File: src/design/fpsa_pkg.sv
// Shared types and constants for the free page stack allocator.
`default_nettype none

package fpsa_pkg;

  localparam int FPSA_DEPTH            = 4096;
  localparam int FPSA_ENTRIES_PER_PAGE = 512;
  localparam int FPSA_PAGES_PER_TABLE  = 512;

  localparam int ADDR_W     = 64;
  localparam int PAGE_SHIFT = 12;
  localparam int PG_W       = ADDR_W - PAGE_SHIFT;
  localparam int TYPE_W     = 32;
  localparam int PUSHED_W   = 13;

  localparam logic [ADDR_W-1:0]     LOW_MEM_LIMIT = 64'h0000_0000_000F_FFFF;
  localparam logic [PAGE_SHIFT-1:0] PAGE_OFFSET_ZERO = '0;
  localparam logic [TYPE_W-1:0]     TYPE_USABLE   = 32'd1;
  localparam logic [1:0]            ATTR_ENABLED  = 2'b01;

  localparam int QUEUE_DEPTH = 2;
  localparam int QPTR_W      = 1;

  typedef enum logic [1:0] {
    FN_ADD_REGION = 2'd0,
    FN_ALLOC      = 2'd1,
    FN_FREE       = 2'd2,
    FN_NONE       = 2'd3
  } func_t;

  typedef struct packed {
    func_t             func;
    logic              region_ok;
    logic [PG_W:0]     first_pg;
    logic [PG_W-1:0]   end_pg;
    logic [ADDR_W-1:0] freed_addr;
  } cmd_t;

  typedef struct packed {
    logic [ADDR_W-1:0]   alloc_addr;
    logic [PUSHED_W-1:0] pages_pushed;
    logic                overflow;
  } result_t;

endpackage

`default_nettype wire

File: src/design/fpsa_front.sv
// Front end: accepts input transactions and classifies them into commands.
`default_nettype none

module fpsa_front import fpsa_pkg::*; (
  input  wire logic              in_valid,
  output logic                   in_stall,
  input  wire logic [1:0]        in_func,
  input  wire logic [ADDR_W-1:0] in_region_base,
  input  wire logic [ADDR_W-1:0] in_region_len,
  input  wire logic [TYPE_W-1:0] in_region_type,
  input  wire logic [TYPE_W-1:0] in_region_attrs,
  input  wire logic [ADDR_W-1:0] in_freed_addr,
  input  wire logic              q_full,
  output logic                   q_push,
  output cmd_t                   q_cmd
);

  logic [PG_W:0]     first_pg;
  logic [ADDR_W-1:0] end_byte;
  logic [PG_W-1:0]   end_pg;
  logic              usable;

  always_comb begin
    first_pg = {1'b0, in_region_base[ADDR_W-1:PAGE_SHIFT]}
             + {{PG_W{1'b0}}, (in_region_base[PAGE_SHIFT-1:0] != PAGE_OFFSET_ZERO)};
    end_byte = in_region_base + in_region_len;
    end_pg   = end_byte[ADDR_W-1:PAGE_SHIFT];
    usable   = (in_region_type == TYPE_USABLE)
            && (in_region_attrs[1:0] == ATTR_ENABLED)
            && (in_region_base > LOW_MEM_LIMIT)
            && (first_pg < {1'b0, end_pg});
  end

  assign in_stall = q_full;
  assign q_push   = in_valid && !q_full;

  always_comb begin
    q_cmd.func       = func_t'(in_func);
    q_cmd.region_ok  = usable;
    q_cmd.first_pg   = first_pg;
    q_cmd.end_pg     = end_pg;
    q_cmd.freed_addr = in_freed_addr;
  end

endmodule

`default_nettype wire

File: config.mk
export PLATFORM = sky130hd
export DESIGN_NAME = fpsa_front
export DESIGN_NICKNAME = d
export VERILOG_FILES = /design/src/design/fpsa_pkg.sv /design/src/design/fpsa_front.sv
export SDC_FILE = /design/constraint.sdc
export NUM_CORES = 1
export LEC_CHECK = 0
export BUFFER_PORTS_ARGS = -buffer_cell sky130_fd_sc_hd__buf_2
export CAP_MARGIN = 20
export CELL_PAD_IN_SITES_DETAIL_PLACEMENT = 2
export CELL_PAD_IN_SITES_GLOBAL_PLACEMENT = 2
export CORE_UTILIZATION = 19
export DETAILED_ROUTE_END_ITERATION = 7
export PLACE_DENSITY_LB_ADDON = 0.1
export RECOVER_POWER = 25
export SLEW_MARGIN = 10
export SYNTH_ARGS = -nofsm -noshare
export SYNTH_HDL_FRONTEND = slang
export SYNTH_SLANG_ARGS = --single-unit
File: constraint.sdc
create_clock -name vclk -period 6.3
set_input_delay 1.26 -clock vclk [all_inputs]
set_output_delay 1.26 -clock vclk [all_outputs]
set_load 0.1 [all_outputs]
Yosys cells after proc, flatten, opt, wreduce, memory -nomap -nowiden

Index checks and enable logic that the tools add are counted.

Equality and inequality tests: 2
Reductions and logical operators: 6
$mul: 0
Shifts and indexed selects: 0
$lt $le $gt $ge: 2
Mux-type cells: 0
Bitwise logic cells: 0
Add/sub/neg operators: 2
Divide/modulo/power cells: 0

Operators with widths:

| cell                 | count |
|---|---|
| $add 64x64->64       | 1 |
| $gt 64x20->1 const B | 1 |
| $add 52x1->53        | 1 |
| $lt 53x52->1         | 1 |
| $eq 32x1->1 const B  | 1 |
| $reduce_bool 12->1   | 1 |
| $logic_and 1x1->1    | 4 |
| $eq 2x1->1 const B   | 1 |
| $logic_not 1->1      | 1 |

Flip-flop bits (word level): 0
Memory bits (writable): 0
Memories kept: 0
Bits in latches: 0
Memory bits (read-only): 0
Input port bits: 260

Logic depth before layout (Yosys ltp)

Gate-level depths: netlist of run 1.

Depth after elaboration: 4
Gate-level depth with buffers: 23

Worst setup path before layout of run 1

OpenSTA, ideal clock, no wires.

Kind: input -> output
From: in in_region_base[5]
To: out q_cmd[169] (netlist bit)
Path slack: -1677 ps
Arrival: 6717 ps
Required time: 5040 ps
Cell stages on the path: 21
Cell sequence: nor4_1 nand3_1 ha_1 ha_1 nand3_1 nor2_1 nand2_1 nor3_1 nand4_1 nor2_1 nand3_1 xnor2_1 ha_1 a41oi_1 o21ai_0 a21o_1 a21o_1 a21oi_1 o221ai_1 a2111oi_0 buf_4

RTL lines:

| element     | RTL line         | RTL |
|---|---|---|
| from (decl) | fpsa_front.sv:8  | `input wire logic [ADDR_W-1:0] in_region_base,` |
| to (decl)   | fpsa_front.sv:15 | `output cmd_t q_cmd` |

==> metrics.yaml, run 1 <==
mostFrequentLayoutCell: "buf_4"
synth.distinct_cells: 65
power_leakage_uw: 0.00567
critPathMaxFanout: 2
areaGrowthSynthToFinish_pct: 83.9
hold_viol: 0
synthCells: 841
synth_fa_ha_area_share_pct: 23.9
core_um2: 30900
drt-total-wl_mm: 31.8
violations: "negative setup slack"
multi_input_area_um2: 6260
grt_pass1_wl_mm: 49.3
vias: 8158
critPathKind: "in -> out"
fin_nets: 1761
avgSynthCellArea_um2: 7.16
ant_nets: 0
max_freq_ghz: 0.142
antenna_found_initial: 1
layout-drive-gt1-share_pct: 54.8
die_w_um: 180
start_kind: "input port"
worst_slew_pin_slew_ps: 780
gp_congestion: 0.841
maxSlewHeadroom_pct: 47.5
syn_area_um2: 6020
crit_path_end_kind: "primary output"
setup_viol: 1
first_iter_violations: 149
ir_drop_mv: 0.141
drv_slew: 0
crit_path_start: "in_region_base[9]"
dpl.hpwl_mm: 29.4
synth_seq_area_share_pct: 0
track_usage_pct: 19.1
fin_setup_tns_ps: -725
first_global_vias: 9115
grt-ovfl-total: 0
hp-start: "in_freed_addr[14]"
cap_violations: 0
synth-simple-area-share_pct: 21.9
io_pins: 434
period_share_pct: 112
die_y_um: 180
syn_nets: 1216
min_period_ps: 7030
synth_top_family_by_area: "compound AO/OA/AOI/OAI gates"
synth_xor_area_share_pct: 16.6
rows: 64
outcome: "finished, violations left"
io_buffer_count: 272
powerDensity_nw_per_um2: 178
hold_class: "in -> out"
yosysWarnings: 0
die_area_um2: 32400
synth_compound_area_share_pct: 24.2
fillers: 3686
fin_cells: 1781
crit_arrival_ps: 5770
register_area_um2: 0
grt_max_degree: 8
first_pass_iters: 4
fin_ws_ps: -725
rsz0062_at_grt: "true"
seq_cell_count: 0
nClkBuffers: 0
drc: 0
crit_required_ps: 5040
start_util_pct: 19.5
routed_via_density: 4.58
routedWlPerCell_um: 17.9
cts_hold_buf: 0
placed_cells: 1772
final_cell_mix: "buf_4 (352), buf_2 (263), ha_1 (101), a21oi_1 (69)"
muxShareOfSynthArea_pct: 0
-- cell usage after synthesis (2+ instances only) --
| cell type | count | area, um2 |
|---|---|---|
| nor4_1 | 21 | 131 |
| nor3_1 | 11 | 55.1 |
| a21oi_1 | 79 | 395 |
| xor2_1 | 35 | 307 |
| nand3_1 | 38 | 190 |
| nor4b_1 | 2 | 17.5 |
| a41o_1 | 2 | 20.0 |
| nor2_1 | 41 | 154 |
| xnor2_1 | 79 | 692 |
| inv_1 | 62 | 233 |
| nand4_1 | 32 | 200 |
| o21a_1 | 7 | 52.6 |
| a31oi_1 | 4 | 25.0 |
| o21ai_0 | 30 | 150 |
| nand2b_1 | 7 | 43.8 |
| a41oi_1 | 3 | 26.3 |
| nor2b_1 | 10 | 62.6 |
| nand2_1 | 64 | 240 |
| and3_1 | 12 | 75.1 |
| o221ai_1 | 3 | 26.3 |
| a21o_1 | 39 | 293 |
| and4_1 | 3 | 26.3 |
| o41ai_1 | 2 | 17.5 |
| buf_4 | 73 | 548 |
| a31o_2 | 2 | 17.5 |
| o21bai_1 | 8 | 60.1 |
| o21ai_1 | 3 | 15.0 |
| ha_1 | 115 | 1440 |
| or2_2 | 2 | 12.5 |
| a221oi_1 | 4 | 35.0 |
| a211oi_1 | 4 | 30.0 |
| o31a_1 | 2 | 17.5 |
| o211ai_1 | 5 | 37.5 |
| clkbuf_1 | 6 | 22.5 |
-- path summary, 6_finish.rpt --
path | endpoint | slack (ps) | depth (start not counted)
worst max-delay path | q_cmd[169] | -730 | 25
worst min-delay path | q_cmd[14] | 2520 | 0
-- what timing repair did --
item,4_1_cts,5_1_grt
endpoints found under the setup margin,1,1
resized for setup,54,2
setup buffers,8,0
pin swaps,26,4
-- through the flow --
stage          hold WS (ps)  instance area [um2]  power [uW]  util [%]  setup slack [ps]
6_report               2520                11100        1970      35.8              -725
3_5_place_dp           2520                10700        1930      34.6             -1550
2_1_floorplan          2730                 6800        1460         -              -487
4_1_cts                2520                11100        1990      35.8              -795
3_3_place_gp           2520                10700        1900      34.6             -1510
5_1_grt                2520                11100        2090      35.8             -1060
-- layer usage --
layer | vias up | GRT usage, % | part of all wire (%)
met5 | - | 0 | 0
met4 | 0 | 2.14 | 0.94
met3 | 26 | 1.09 | 2.9
met2 | 194 | 36.7 | 52
met1 | 3869 | 23.7 | 45
li1 | 4069 | - | -
-- cells by family after synthesis --
group	after synthesis
and+or+nand+nor	254
AOI/OAI and AO/OA	216
adders and majority gates	115
buffers and inverters	142
xor gates and xnor gates	114
-- layout make-up --
cell class,count,share of cell area [%]
Multi-Input combinational cell,699,56.6
Inverter,62,2.10
Timing Repair Buffer,623,36.8
Tap cell,396,4.48
Antenna cell,1,0.0226
-- worst max-delay path: stages --
cell       delay, ps
buf_2            110
ha_1             310
o21a_1           110
o21a_1           160
o21bai_1         120
a22oi_1          130
a221o_1          380
a221oi_2         330
buf_4            170
o31a_1           160
a21oi_2          100
a31o_2           270
xnor2_1          130
ha_1             200
a21o_1           170
a21o_1           170
a21oi_1          140
nor2b_1           60
o21ai_1          140
nand2b_1          90
a21oi_2          200
o221ai_2         130
a2111oi_2        380
buf_4            180
buf_12           160
-- power breakdown --
part	internal, uW	total [uW]	switching, uW	leakage (uW)
combinational	662	1970	1300	0.00567
sequential	0	0	0	0
clock	0.0000213	0.0000213	0	0.00000000634
total	662	1970	1300	0.00567
(Power assumes the default switching activity.)
==> inputs of run 2 (changes only) <==
--- a/config.mk
+++ b/config.mk
@@ -5,13 +5,14 @@
 export SDC_FILE = /design/constraint.sdc
 export NUM_CORES = 1
 export LEC_CHECK = 0
+export ABC_AREA = 1
 export BUFFER_PORTS_ARGS = -buffer_cell sky130_fd_sc_hd__buf_2
-export CAP_MARGIN = 20
+export CAP_MARGIN = 25
 export CELL_PAD_IN_SITES_DETAIL_PLACEMENT = 2
 export CELL_PAD_IN_SITES_GLOBAL_PLACEMENT = 2
-export CORE_UTILIZATION = 19
+export CORE_UTILIZATION = 20
 export DETAILED_ROUTE_END_ITERATION = 7
-export PLACE_DENSITY_LB_ADDON = 0.1
+export PLACE_DENSITY = 0.89
 export RECOVER_POWER = 25
 export SLEW_MARGIN = 10
 export SYNTH_ARGS = -nofsm -noshare
==> run 2 against run 1 <==
The flow now finishes without violations. Routed wire length rose by 55%. Critical path depth stayed put. Final cell count up 31%. Area after synthesis grew 38%. First-iteration DRC count grew to 3.2 times the previous value.
==> metrics.yaml, run 2 <==
max_freq_ghz: 0.159
synth_most_common_cell: "nand2_1"
first_iter_violations: 482
final_cell_mix: "nand2_1 (348), buf_2 (271), inv_1 (253), nor2_1 (172), ha_1 (95)"
powerDensity_nw_per_um2: 165
whs_ps: 2520
start_kind: "input port"
routed_via_density: 4.89
register_area_um2: 0
first_global_vias: 12300
pre_cts_ws_ps: -231
total_power_uw: 1840
syn_area_um2: 8290
io_buffer_count: 272
min_period_ps: 6280
nClkBuffers: 0
antennaDiodeCount: 0
cap_violations: 0
power_leakage_uw: 0.00576
syn_nets: 1896
topRoutingLayerUsed: "met5"
crit_path_end_kind: "primary output"
outcome: "completed"
grt_pass1_wl_mm: 69.7
critPathKind: "in -> out"
period_share_pct: 99.7
synth.distinct_cells: 41
met2_length_mm: 24.6
crit_arrival_ps: 5020
met1Wirelength_mm: 21.0
dr_wl_met3_mm: 2.12
yosys.area.top_type: "ha_1"
die_area_um2: 42300
track_usage_pct: 21.3
drt-total-wl_mm: 49.3
start_util_pct: 20.3
first_pass_iters: 5
fillers: 5089
worst_slew_pin_slew_ps: 579
cts_hold_buf: 0
gp_congestion: 0.910
yosysWarnings: 0
synthCells: 1521
routedWlPerCell_um: 21.1
crit_required_ps: 5040
avgSynthCellArea_um2: 5.45
dpl.hpwl_mm: 43.4
die_w_um: 206
ant_nets: 0
fin_nets: 2180
grt_max_degree: 8
vias: 11400
rows: 74
yosys-top-cells-area: "ha_1 (17%), nand2_1 (17%), inv_1 (12%)"
seq_cell_count: 0
antenna_found_initial: 2
setup_viol: 0
critPathMaxFanout: 5
maxSlewHeadroom_pct: 61.1
layout-drive-gt1-share_pct: 29.0
core_um2: 40800
drv_slew: 0
synth_top_area_share_pct: 17.4
multi_input_area_um2: 7550
io_pins: 434
die_y_um: 206
synth_seq_area_share_pct: 0
hold_class: "in -> out"
hold_viol: 0
synth_common_cells: "nand2_1 (365), inv_1 (254), nor2_1 (188)"
ir_drop_mv: 0.116
fin_ws_ps: 17.9
drc: 0
grt-ovfl-total: 0
mostFrequentLayoutCell: "nand2_1"
areaGrowthSynthToFinish_pct: 34.9
==> run 2: cell types whose count changed after synthesis, moves of 34 or more <==
cell     previous run  this run
nand2_1            64       365
xor2_1             35        72
nand3_1            38        99
nor2_1             41       188
xnor2_1            79        11
o21ai_0            30        64
a21oi_1            79       122
inv_1              62       254
==> run 2: kinds of logic (layout without fill, tap and decap cells) <==
family | after synthesis | after routing | synth area share, %
XOR/XNOR | 83 | 83 | 8.77
buffers and inverters | 329 | 611 | 18.0
adder cells (fa/ha/maj) | 115 | 115 | 17.4
AND/OR/NAND/NOR | 763 | 763 | 40.7
AO/OA/AOI/OAI | 231 | 231 | 15.2
==> run 2: cell type report <==
cell class	count	area share (%)
inverters	260	8.73
multi-input cells	1192	67.5
well taps	532	5.95
repair buffers	351	17.8
==> run 2: routing by layer <==
metal	GRT usage, %	up-vias
met2	39.3	305
li1	-	5408
met3	1.43	89
met1	26.9	5602
met4	4.21	4
met5	0	-
==> run 2: path summary, 6_finish.rpt <==
| check | depth (start not counted) | endpoint | from | slack [ps] |
|---|---|---|---|---|
| setup / recovery | 25 | q_cmd[169] | in_region_base[12] | 20 |
| hold / removal | 0 | q_cmd[17] | in_freed_addr[17] | 2520 |
==> run 2: repair_timing <==
| item | 4_1_cts | 5_1_grt |
|---|---|---|
| endpoints found under the setup margin | 1 | 1 |
| pin swaps | 0 | 17 |
| setup buffers | 0 | 8 |
| resized for setup | 15 | 126 |
==> run 2: critical path: stages <==
cell and delay (ps):
buf_2 120, ha_2 380, nand2_2 130, nor2_2 160
inv_1 90, nor3_2 200, nand2_1 120, nand2_1 160
nand3_1 110, nand2_1 150, buf_12 140, nand3_2 100
nand3_1 90, nand2_1 100, ha_4 180, nor3b_1 250
nand2_1 100, nor2_1 130, nand3_1 140, nor3_2 200
buf_4 160, nand3_1 90, a21oi_1 140, buf_4 140
buf_12 160
==> run 2: stage by stage <==
stage	area (um2)	instances	TNS [ps]	util, %
after floorplan	8510	1521	0	-
after global placement	10600	2327	0	25.9
after detailed placement	10600	2327	-231	25.9
after CTS	10600	2327	0	26.1
after global routing	11200	2335	-150	27.4
final	11200	2335	0	27.4
==> run 2: power breakdown <==
group | internal, uW | switching, uW
combinational | 441 | 1400
clock | 0 | 0
sequential | 0 | 0
total | 441 | 1400
