`src/design/fpsa_pkg.sv`:
```
// Shared types and constants for the free page stack allocator.
`default_nettype none

package fpsa_pkg;

  localparam int FPSA_DEPTH            = 4096;
  localparam int FPSA_ENTRIES_PER_PAGE = 512;
  localparam int FPSA_PAGES_PER_TABLE  = 512;

  localparam int ADDR_W     = 64;
  localparam int PAGE_SHIFT = 12;
  localparam int PG_W       = ADDR_W - PAGE_SHIFT;
  localparam int TYPE_W     = 32;
  localparam int PUSHED_W   = 13;

  localparam logic [ADDR_W-1:0]     LOW_MEM_LIMIT = 64'h0000_0000_000F_FFFF;
  localparam logic [PAGE_SHIFT-1:0] PAGE_OFFSET_ZERO = '0;
  localparam logic [TYPE_W-1:0]     TYPE_USABLE   = 32'd1;
  localparam logic [1:0]            ATTR_ENABLED  = 2'b01;

  localparam int QUEUE_DEPTH = 2;
  localparam int QPTR_W      = 1;

  typedef enum logic [1:0] {
    FN_ADD_REGION = 2'd0,
    FN_ALLOC      = 2'd1,
    FN_FREE       = 2'd2,
    FN_NONE       = 2'd3
  } func_t;

  typedef struct packed {
    func_t             func;
    logic              region_ok;
    logic [PG_W:0]     first_pg;
    logic [PG_W-1:0]   end_pg;
    logic [ADDR_W-1:0] freed_addr;
  } cmd_t;

  typedef struct packed {
    logic [ADDR_W-1:0]   alloc_addr;
    logic [PUSHED_W-1:0] pages_pushed;
    logic                overflow;
  } result_t;

endpackage

`default_nettype wire

```
`src/design/fpsa_cmd_queue.sv`:
```
// Two-entry command queue between the front end and the back end.
`default_nettype none

module fpsa_cmd_queue import fpsa_pkg::*; (
  input  wire logic clk,
  input  wire logic rst_n,
  input  wire logic push,
  input  cmd_t      push_cmd,
  output logic      full,
  input  wire logic pop,
  output logic      q_valid,
  output cmd_t      q_cmd
);

  cmd_t               entry_r [QUEUE_DEPTH];
  logic [QPTR_W-1:0]  wr_ptr_r;
  logic [QPTR_W-1:0]  rd_ptr_r;
  logic [QPTR_W:0]    cnt_r;
  logic [QPTR_W-1:0]  wr_ptr_nxt;
  logic [QPTR_W-1:0]  rd_ptr_nxt;
  logic [QPTR_W:0]    cnt_nxt;
  logic               do_push;
  logic               do_pop;

  assign full    = (cnt_r == (QPTR_W+1)'(QUEUE_DEPTH));
  assign q_valid = (cnt_r != '0);
  assign q_cmd   = entry_r[rd_ptr_r];
  assign do_push = push && !full;
  assign do_pop  = pop && q_valid;

  always_comb begin
    wr_ptr_nxt = wr_ptr_r;
    rd_ptr_nxt = rd_ptr_r;
    cnt_nxt    = cnt_r;
    if (do_push) begin
      wr_ptr_nxt = wr_ptr_r + QPTR_W'(1);
    end
    if (do_pop) begin
      rd_ptr_nxt = rd_ptr_r + QPTR_W'(1);
    end
    if (do_push && !do_pop) begin
      cnt_nxt = cnt_r + (QPTR_W+1)'(1);
    end else if (do_pop && !do_push) begin
      cnt_nxt = cnt_r - (QPTR_W+1)'(1);
    end
  end

  always_ff @(posedge clk) begin
    if (!rst_n) begin
      wr_ptr_r <= '0;
      rd_ptr_r <= '0;
      cnt_r    <= '0;
    end else begin
      wr_ptr_r <= wr_ptr_nxt;
      rd_ptr_r <= rd_ptr_nxt;
      cnt_r    <= cnt_nxt;
    end
  end

  always_ff @(posedge clk) begin
    if (do_push) begin
      entry_r[wr_ptr_r] <= push_cmd;
    end
  end

endmodule

`default_nettype wire

```
`config.mk`:
```
export PLATFORM = sky130hd
export DESIGN_NAME = fpsa_cmd_queue
export DESIGN_NICKNAME = d
export VERILOG_FILES = /design/src/design/fpsa_pkg.sv /design/src/design/fpsa_cmd_queue.sv
export SDC_FILE = /design/constraint.sdc
export NUM_CORES = 1
export LEC_CHECK = 0
export BUFFER_PORTS_ARGS = -buffer_cell sky130_fd_sc_hd__buf_2
export CAP_MARGIN = 25
export CELL_PAD_IN_SITES_DETAIL_PLACEMENT = 0
export CELL_PAD_IN_SITES_GLOBAL_PLACEMENT = 1
export CORE_ASPECT_RATIO = 1.1
export CORE_MARGIN = 4
export CORE_UTILIZATION = 30
export CTS_BUF_LIST = sky130_fd_sc_hd__clkbuf_4 sky130_fd_sc_hd__clkbuf_8
export CTS_CLUSTER_SIZE = 40
export DETAILED_ROUTE_END_ITERATION = 16
export GPL_TIMING_DRIVEN = 0
export PLACE_DENSITY = 0.57
export SYNTH_ARGS = -nofsm -noshare
export SYNTH_HDL_FRONTEND = slang
export SYNTH_SLANG_ARGS = --single-unit
```
`constraint.sdc`:
```
create_clock -name clk -period 13.8 [get_ports clk]
set_input_delay 0.69 -clock clk [delete_from_list [all_inputs] [get_ports clk]]
set_output_delay 0.69 -clock clk [all_outputs]
set_load 0.1 [all_outputs]
```
Word level (Yosys, flattened, before mapping) --
Memory sizes are Yosys's and may differ from the RTL's. A register that Yosys moved wholly into a read port is not among the register bits. Cells that the tools add are included.
Storage, ports and cells: flip-flop bits (word level) 4, memory bits (writable) 344, bits of input ports 176, output and inout port bits 174, word-level logic and storage cells 24, memories kept 1
Memory list:
- entry_r | depth 2, bits a word 172, rd ports 1, clocked after memory_dff 1, wr ports 1, RTL line fpsa_cmd_queue.sv:15 | cmd_t entry_r [QUEUE_DEPTH];
Operators by class: add/subtract/negate cells 4, equality and inequality tests 1, mux-type cells 6, reductions and logical operators 9
Operator list (count):
- 1-bit logical AND | 4
- 1-bit 2-to-1 mux | 4
- 2-bit 2-to-1 mux | 2
- 2-bit nonzero test | 2
- 1-bit zero test | 3
- 1-bit adder, second input constant | 2
- 2-bit by 1-bit adder with 2-bit output, second input constant | 1
- 2-bit == test, second input constant | 1
- 2-bit by 1-bit subtractor with 2-bit output, second input constant | 1

Longest topological paths before layout --
Gate-level depths: netlist of the first run.
depth in word-level cells 7, gate-level depth with buffers 7, mapped depth without buffers 7

Worst setup path after synthesis of the first run --
Ideal clock, no wire load.
kind reg2reg, start reg cnt_r[0], end mem entry_r[0][0] (netlist bit), enable pin, setup time 674 ps, arrival 7580 ps, required time 13126 ps, setup slack 5546 ps, cell stages (with the launch flop) 4, path buffers 0, clock period less this slack 8254 ps, cells stage by stage dfxtp_1 > nand2b_1 > inv_1 > nor3_2
On the way: longest elaborated chain between the ends 5
RTL lines:
- start: declaration | RTL line fpsa_cmd_queue.sv:18 | logic [QPTR_W:0] cnt_r;
- start signal: assignment | RTL line fpsa_cmd_queue.sv:56 | cnt_r <= cnt_nxt;
- 2-bit == test | RTL line fpsa_cmd_queue.sv:25 | assign full = (cnt_r == (QPTR_W+1)'(QUEUE_DEPTH));
- net full | RTL line fpsa_cmd_queue.sv:9 | output logic full,
- 1-bit zero test | RTL line fpsa_cmd_queue.sv:28 | assign do_push = push && !full;
- 1-bit logical AND | RTL line fpsa_cmd_queue.sv:28
- 1-bit 2-to-1 mux | RTL line fpsa_cmd_queue.sv:61 | if (do_push) begin
- 1-bit 2-to-1 mux (implied by the code) | RTL line fpsa_cmd_queue.sv:62 | entry_r[wr_ptr_r] <= push_cmd;
- end: declaration | RTL line fpsa_cmd_queue.sv:15
The timed path passes the listed nets, and every way through them passes these cells.

==> results of run 1 <==
state kept, by name, indices dropped and copies added, names as in the netlist, named ones only:
| name | count |
|---|---|
| cnt_r | 2 |
| wr_ptr_r | 1 |
| rd_ptr_r | 1 |
| entry_r | 344 |
kinds of logic after synthesis:
group	count (synthesis)	share of synthesized area, %
XOR/XNOR	3	0.2028
AO/OA/AOI/OAI	5	0.2510
AND/OR/NAND/NOR	9	0.4442
buffers and inverters	21	1.274
multiplexers	172	17.26
adder cells (fa/ha/maj)	1	0.09652
flip-flops	349	80.47
layout make-up:
cell class	count	share of cell area, %
Clock inverter	19	0.8297
Clock buffer	79	5.660
Multi-Input combinational cell	190	14.08
Inverter	2	0.04445
Tap cell	567	4.200
Sequential cell	349	61.75
Timing Repair Buffer	363	12.48
Buffer	19	0.9334
Antenna cell	2	0.02963
final timing paths:
| kind | start | to | slack, ns |
|---|---|---|---|
| max | register | q_cmd[141] | 10.97 |
| min | push_cmd[113] | entry_r[1][113] | 0.24 |
| max reg2reg | cnt_r[0] | entry_r[0][83] | 11.40 |
| min reg2reg | cnt_r[1] | cnt_r[1] | 0.52 |
cell usage in the layout, fill, tap and decap left out, types with 2 or more instances in the layout:
| cell type | n |
|---|---|
| and2_1 | 3 |
| clkinv_1 | 11 |
| dfxtp_1 | 5 |
| buf_16 | 12 |
| clkinv_2 | 3 |
| buf_6 | 10 |
| clkbuf_4 | 21 |
| clkinvlp_4 | 2 |
| buf_2 | 358 |
| bufinv_16 | 2 |
| clkbuf_8 | 58 |
| diode_2 | 2 |
| edfxtp_1 | 344 |
| mux2_2 | 92 |
| mux2_4 | 80 |
| xnor2_1 | 2 |
| inv_1 | 2 |
| buf_8 | 2 |
stage by stage:
stage	std cells	area, um2	util [%]
2_1_floorplan	560	12960	-
3_3_place_gp	1476	15420	36.27
3_5_place_dp	1490	15790	37.15
4_1_cts	1588	16880	39.73
5_1_grt	1589	16890	39.73
6_report	1590	16890	39.74
worst register-to-register path: stages, from the launching register on:
cell and delay (ns):
dfxtp_1 0.40, nand2b_1 0.17, inv_1 0.10, nor3_4 0.64
buf_8 0.25, buf_16 0.18, buf_16 0.20, buf_16 0.18
cells in the mapped netlist:
| library cell | instances |
|---|---|
| a21boi_0 | 1 |
| a21boi_1 | 1 |
| and2_1 | 3 |
| and3_1 | 1 |
| buf_2 | 9 |
| buf_6 | 10 |
| dfxtp_1 | 5 |
| edfxtp_1 | 344 |
| ha_1 | 1 |
| inv_1 | 2 |
| mux2_2 | 92 |
| mux2_4 | 80 |
| nand2b_1 | 1 |
| nor2_1 | 1 |
| nor3_2 | 1 |
| o21a_1 | 1 |
| o21ai_0 | 1 |
| o21ai_1 | 1 |
| or2_2 | 1 |
| or3_1 | 1 |
| xnor2_1 | 2 |
| xor2_1 | 1 |
metal layers:
layer / vias to the layer above / wire (um) / GRT usage (%)
li1: 3093 / - / -
met2: 238 / 14780 / 20.55
met3: 61 / 2959 / 5.615
met1: 3259 / 10310 / 12.50
met4: 8 / 746 / 5.067
met5: - / 45 / 0
==> results.md, run 1 <==
- Number of synthesis warnings: 0
- Worst-Margin Slew: 0.8181 ns
- Initial antenna violation count: 6
- Final max-slew violation count: 0
- Crit path required time: 13.11 ns
- Iter 0 DRT Violations: 170
- Final setup violation count: 0
- Vias in the first global route: 7119
- Crit-path cells: buf_6 -> buf_6 -> buf_6 -> mux2_4 -> buf_2
- Max Freq: 0.3532 GHz
- # nets final: 1160
- Hold Fails Final Rpt: 0
- Bufs on Longest Clock Path: 3
- Fillers: 3964
- Post-synth top area share: 79.70%
- CP Max Fanout: 10
- Input/output buffers: 349
- Die span in x: 206.2 um
- Clk_lat worst skew: 0.63 ns
- CP Depth: 5
- RSZ-0062 raised after global routing: false
- Clk slew on worst S/H paths: 0.07 ns
- CTS buffer count: 58
- Core area: 42500 um2
- CP max stage delay: 0.32 ns
- Vias per cell: 4.188
- Largest cells by area after synthesis: edfxtp_1 (80%), mux2_4 (9.3%), mux2_2 (8.0%)
- Clock Sink Count: 349
- Die footprint: 46600 um2
- H-tree depth: 2
- Post-synthesis cell area: 12960 um2
- Ratio of cells with drive above 1 in the final layout: 63.08%
- Wirelength per Cell: 18.14 um
- Max_slew headroom: 45.28%
- Largest net degree at the start of global routing: 60
- Ports: 350
- CTS Hold Bufs: 0
- Placement Setup Slack: 11.08 ns
- Startpoint types: register
- Chip Height: 226 um
- Setup slack after layout: 10.97 ns
- Hold Path Class: input pin to register
- Post-route ant nets: 0
- Total GRT Usage: 11.93%
- Setup TNS: 0 ns
- Post-Synthesis Cells: 560
- WHS: 0.2432 ns
- Worst path bufs/invs: 4
- Final period util: 20.52%
- Outcome: finished clean
- FF+latch area: 10430 um2
- Leading area contributor after synthesis: edfxtp_1
- Minimum clock period: 2.832 ns
- Worst setup EP type: primary output
- CP dominant cell by count: buf_6
- Clk root buf: clkbuf_8
- Global route overflow: 0
- DRC Markers: 0
- Vias: 6659
- DRT Wirelength: 28840 um
- Average size of a mapped cell: 23.14 um2
- DRT Pass-1 Iters: 4
- Worst r2r path cells: 7
- Max-cap viol count: 0
- Post-CTS sizing: 0
- Routability Congestion: 0.6940
- Register bit total from synthesis: 349
- Post-CTS Setup Bufs: 0
- Yosys cell types: 22
- CP delay by family, top: buffers and inverters
- Sequential fraction of the synthesis area: 80.47%
- Hold Crit Depth: 1
- First-pass GRT wire length: 41700 um
- DP HPWL: 20220 um
- Crit path arrival time: 2.14 ns
- Site Rows: 79
- Slowest CP cell: dfxtp_1
- Multi-input gate area: 2377 um2
- Clock skew: 0.01869 ns
- Critical path class: register to primary output
- CTS tree: yes
- Area grow syn2layout: 30.31%
- Initial cell density of the core: 30.49%
- Mapped Nets: 737
Power of run 1 is not shown: default switching activity piles up to over one toggle a cycle in this logic, so the estimate is an artifact.
==> run 2: changes to the inputs <==
- ABC_AREA: not set -> 1
- PLACE_DENSITY: 0.57 -> 0.6
- clock period: 13.8 -> 2.5 ns (I/O delays scaled with it)
==> results.md, run 2 <==
- DRT Wirelength: 29720 um
- Final setup violation count: 0
- Design Power: 22.72 mW
- Vias in the first global route: 7977
- Core area: 42500 um2
- Area grow syn2layout: 44.66%
- Post-Synthesis Cells: 572
- Global route overflow: 0
- Hold Fails Final Rpt: 0
- DP HPWL: 20330 um
- Top flop regs: entry_r x344, cnt_r x2
- RSZ-0062 raised after global routing: false
- Sequential fraction of the synthesis area: 80.44%
- Startpoint types: register
- Worst-Margin Slew: 0.6022 ns
- Bufs on Longest Clock Path: 3
- Placement Setup Slack: 0.2348 ns
- Final core utilization: 44.13%
- Setup slack after layout: 0.2263 ns
- Register bit total from synthesis: 349
- Minimum clock period: 2.274 ns
- Critical path class: register to primary output
- # nets final: 1349
- Ys async rst share: 0%
- Clock Sink Count: 349
- Post-CTS Setup Bufs: 0
- Final max-slew violation count: 0
- Most common cell after layout, fill and taps aside: buf_2
- Crit path required time: 2.38 ns
- Commonest cells in the netlist: edfxtp_1 (344), mux2_2 (92), mux2_4 (80)
- Max_slew headroom: 59.76%
- Site Rows: 79
- Routability Congestion: 0.6862
- Chip Height: 226.0 um
- Max Freq: 0.4398 GHz
- Clock skew: 0.01456 ns
- Die span in x: 206.2 um
- H-tree depth: 2
- Wirelength per Cell: 16.61 um
- Largest cells by area after synthesis: edfxtp_1 (80%), mux2_4 (9.3%), mux2_2 (8.0%)
- Number of synthesis warnings: 0
- Hold_sp: push_cmd[24]
- CP Max Fanout: 10
- Most frequent cells in the layout: buf_2 (358), edfxtp_1 (344), dlygate4sd3_1 (176)
- Post-synthesis cell area: 12970 um2
- DRC Markers: 0
- Yosys cell types: 15
- Average size of a mapped cell: 22.67 um2
- Mapped Nets: 749
- Leak: 7.245 nW
- Hold Path Class: input pin to register
- Leading area contributor after synthesis: edfxtp_1
- Die footprint: 46610 um2
- Clk root buf: clkbuf_8
- Vias: 7380
- Initial antenna violation count: 4
- Crit path arrival time: 2.15 ns
- Ratio of cells with drive above 1 in the final layout: 53.40%
- DRT Pass-1 Iters: 4
- EDFF count, synth: 344
- Fillers: 3830
- Most flop-heavy register: entry_r
- Clk_lat worst skew: 0.62 ns
- Post-route ant nets: 0
- Power Density: 1211 nW/um2
- Vias per cell: 4.123
- CP max stage delay: 0.32 ns
- Iter 0 DRT Violations: 253
- Most numerous cell in the Yosys netlist: edfxtp_1
- Reg-to-Reg Start: cnt_r[1]
- Clk slew on worst S/H paths: 0.06 ns
- Post-synth top area share: 79.67%
- Outcome: finished clean
- Slowest CP cell: dfxtp_1
- Max-cap viol count: 0
- Largest net degree at the start of global routing: 29
- Final period util: 90.95%
- CP dominant cell by count: buf_6
- Input/output buffers: 349
- Initial cell density of the core: 30.51%
- First-pass GRT wire length: 44380 um
- Ports: 350
- Worst setup EP type: primary output
- Total GRT Usage: 12.29%
- Max reg flops: 344
- Crit-path cells: buf_6 -> buf_6 -> buf_6 -> mux2_4 -> buf_2
- Post-CTS sizing: 0
- CTS tree: yes
- Synth Flop Type: edfxtp_1
- VDD IR-drop max: 774.3 uV
- CTS buffer count: 59
run 2: cell types whose count changed after synthesis, moves of 2 or more:
cell	delta
o21ai_0	+2
nand2_1	+7
nor2_1	+8
xnor2_1	-2
inv_1	+6
and2_1	-3
run 2: kinds of logic after synthesis:
family / share of synthesized area [%]
buffers and inverters: 1.447
AOI/OAI and AO/OA: 0.2122
DFF: 80.44
muxes: 17.25
adders and majority gates: 0.09648
and+or+nand+nor: 0.5500
run 2: repair_timing:
action | 4_1_cts | 5_1_grt
hold buffers | 176 | 0
setup endpoints to repair | 0 | 0
endpoints found under the hold margin | 377 | 0
run 2: layout make-up:
cell class | count | area [um2] | area share, %
Sequential cell | 349 | 10430 | 55.63
Timing Repair Buffer | 539 | 3819 | 20.36
Multi-Input combinational cell | 196 | 2375 | 12.66
Clock buffer | 78 | 967.2 | 5.156
Tap cell | 567 | 709.4 | 3.782
Clock inverter | 30 | 255.2 | 1.361
Buffer | 19 | 157.7 | 0.8405
Inverter | 8 | 30.03 | 0.1601
Antenna cell | 4 | 10.01 | 0.05337
run 2: worst paths after layout:
check	depth (start not counted)	slack (ns)	to
min	2	0.23	entry_r[0][24]
max reg2reg	7	0.32	entry_r[0][146]
max	5	0.23	q_cmd[120]
min reg2reg	2	0.50	register
run 2: critical path, delay by kind of cell (launching register included):
family,cells,cell delay (ns)
flip-flops,1,0.32
multiplexers,1,0.31
buffers and inverters,4,0.89
run 2: metrics by stage:
step	instances	setup TNS, ns	instance area (um2)	hold WS [ns]
6_report	1790	0	18760	0.2310
5_1_grt	1788	0	18750	0.1593
2_1_floorplan	572	-323.11	13000	0.2239
3_5_place_dp	1502	0	15760	0.3163
4_1_cts	1786	0	18750	0.1450
3_3_place_gp	1488	-929.42	15450	0.3116
run 2: power by group:
part           total [mW]  switching [mW]  internal, mW  leakage [nW]
Clock                5.25            2.23          3.02         0.639
Sequential           7.56           0.174          7.39          3.25
Combinational        9.90            7.73          2.18          3.36
run 2: layer usage:
layer	vias up	share of wire (%)	track usage (%)
met4	2	2.1	3.972
met1	3588	39	13.80
li1	3485	-	-
met5	-	0.044	0
met2	250	50	21.15
met3	55	9.0	5.228
Note: power is estimated with default switching activity, not from simulation.
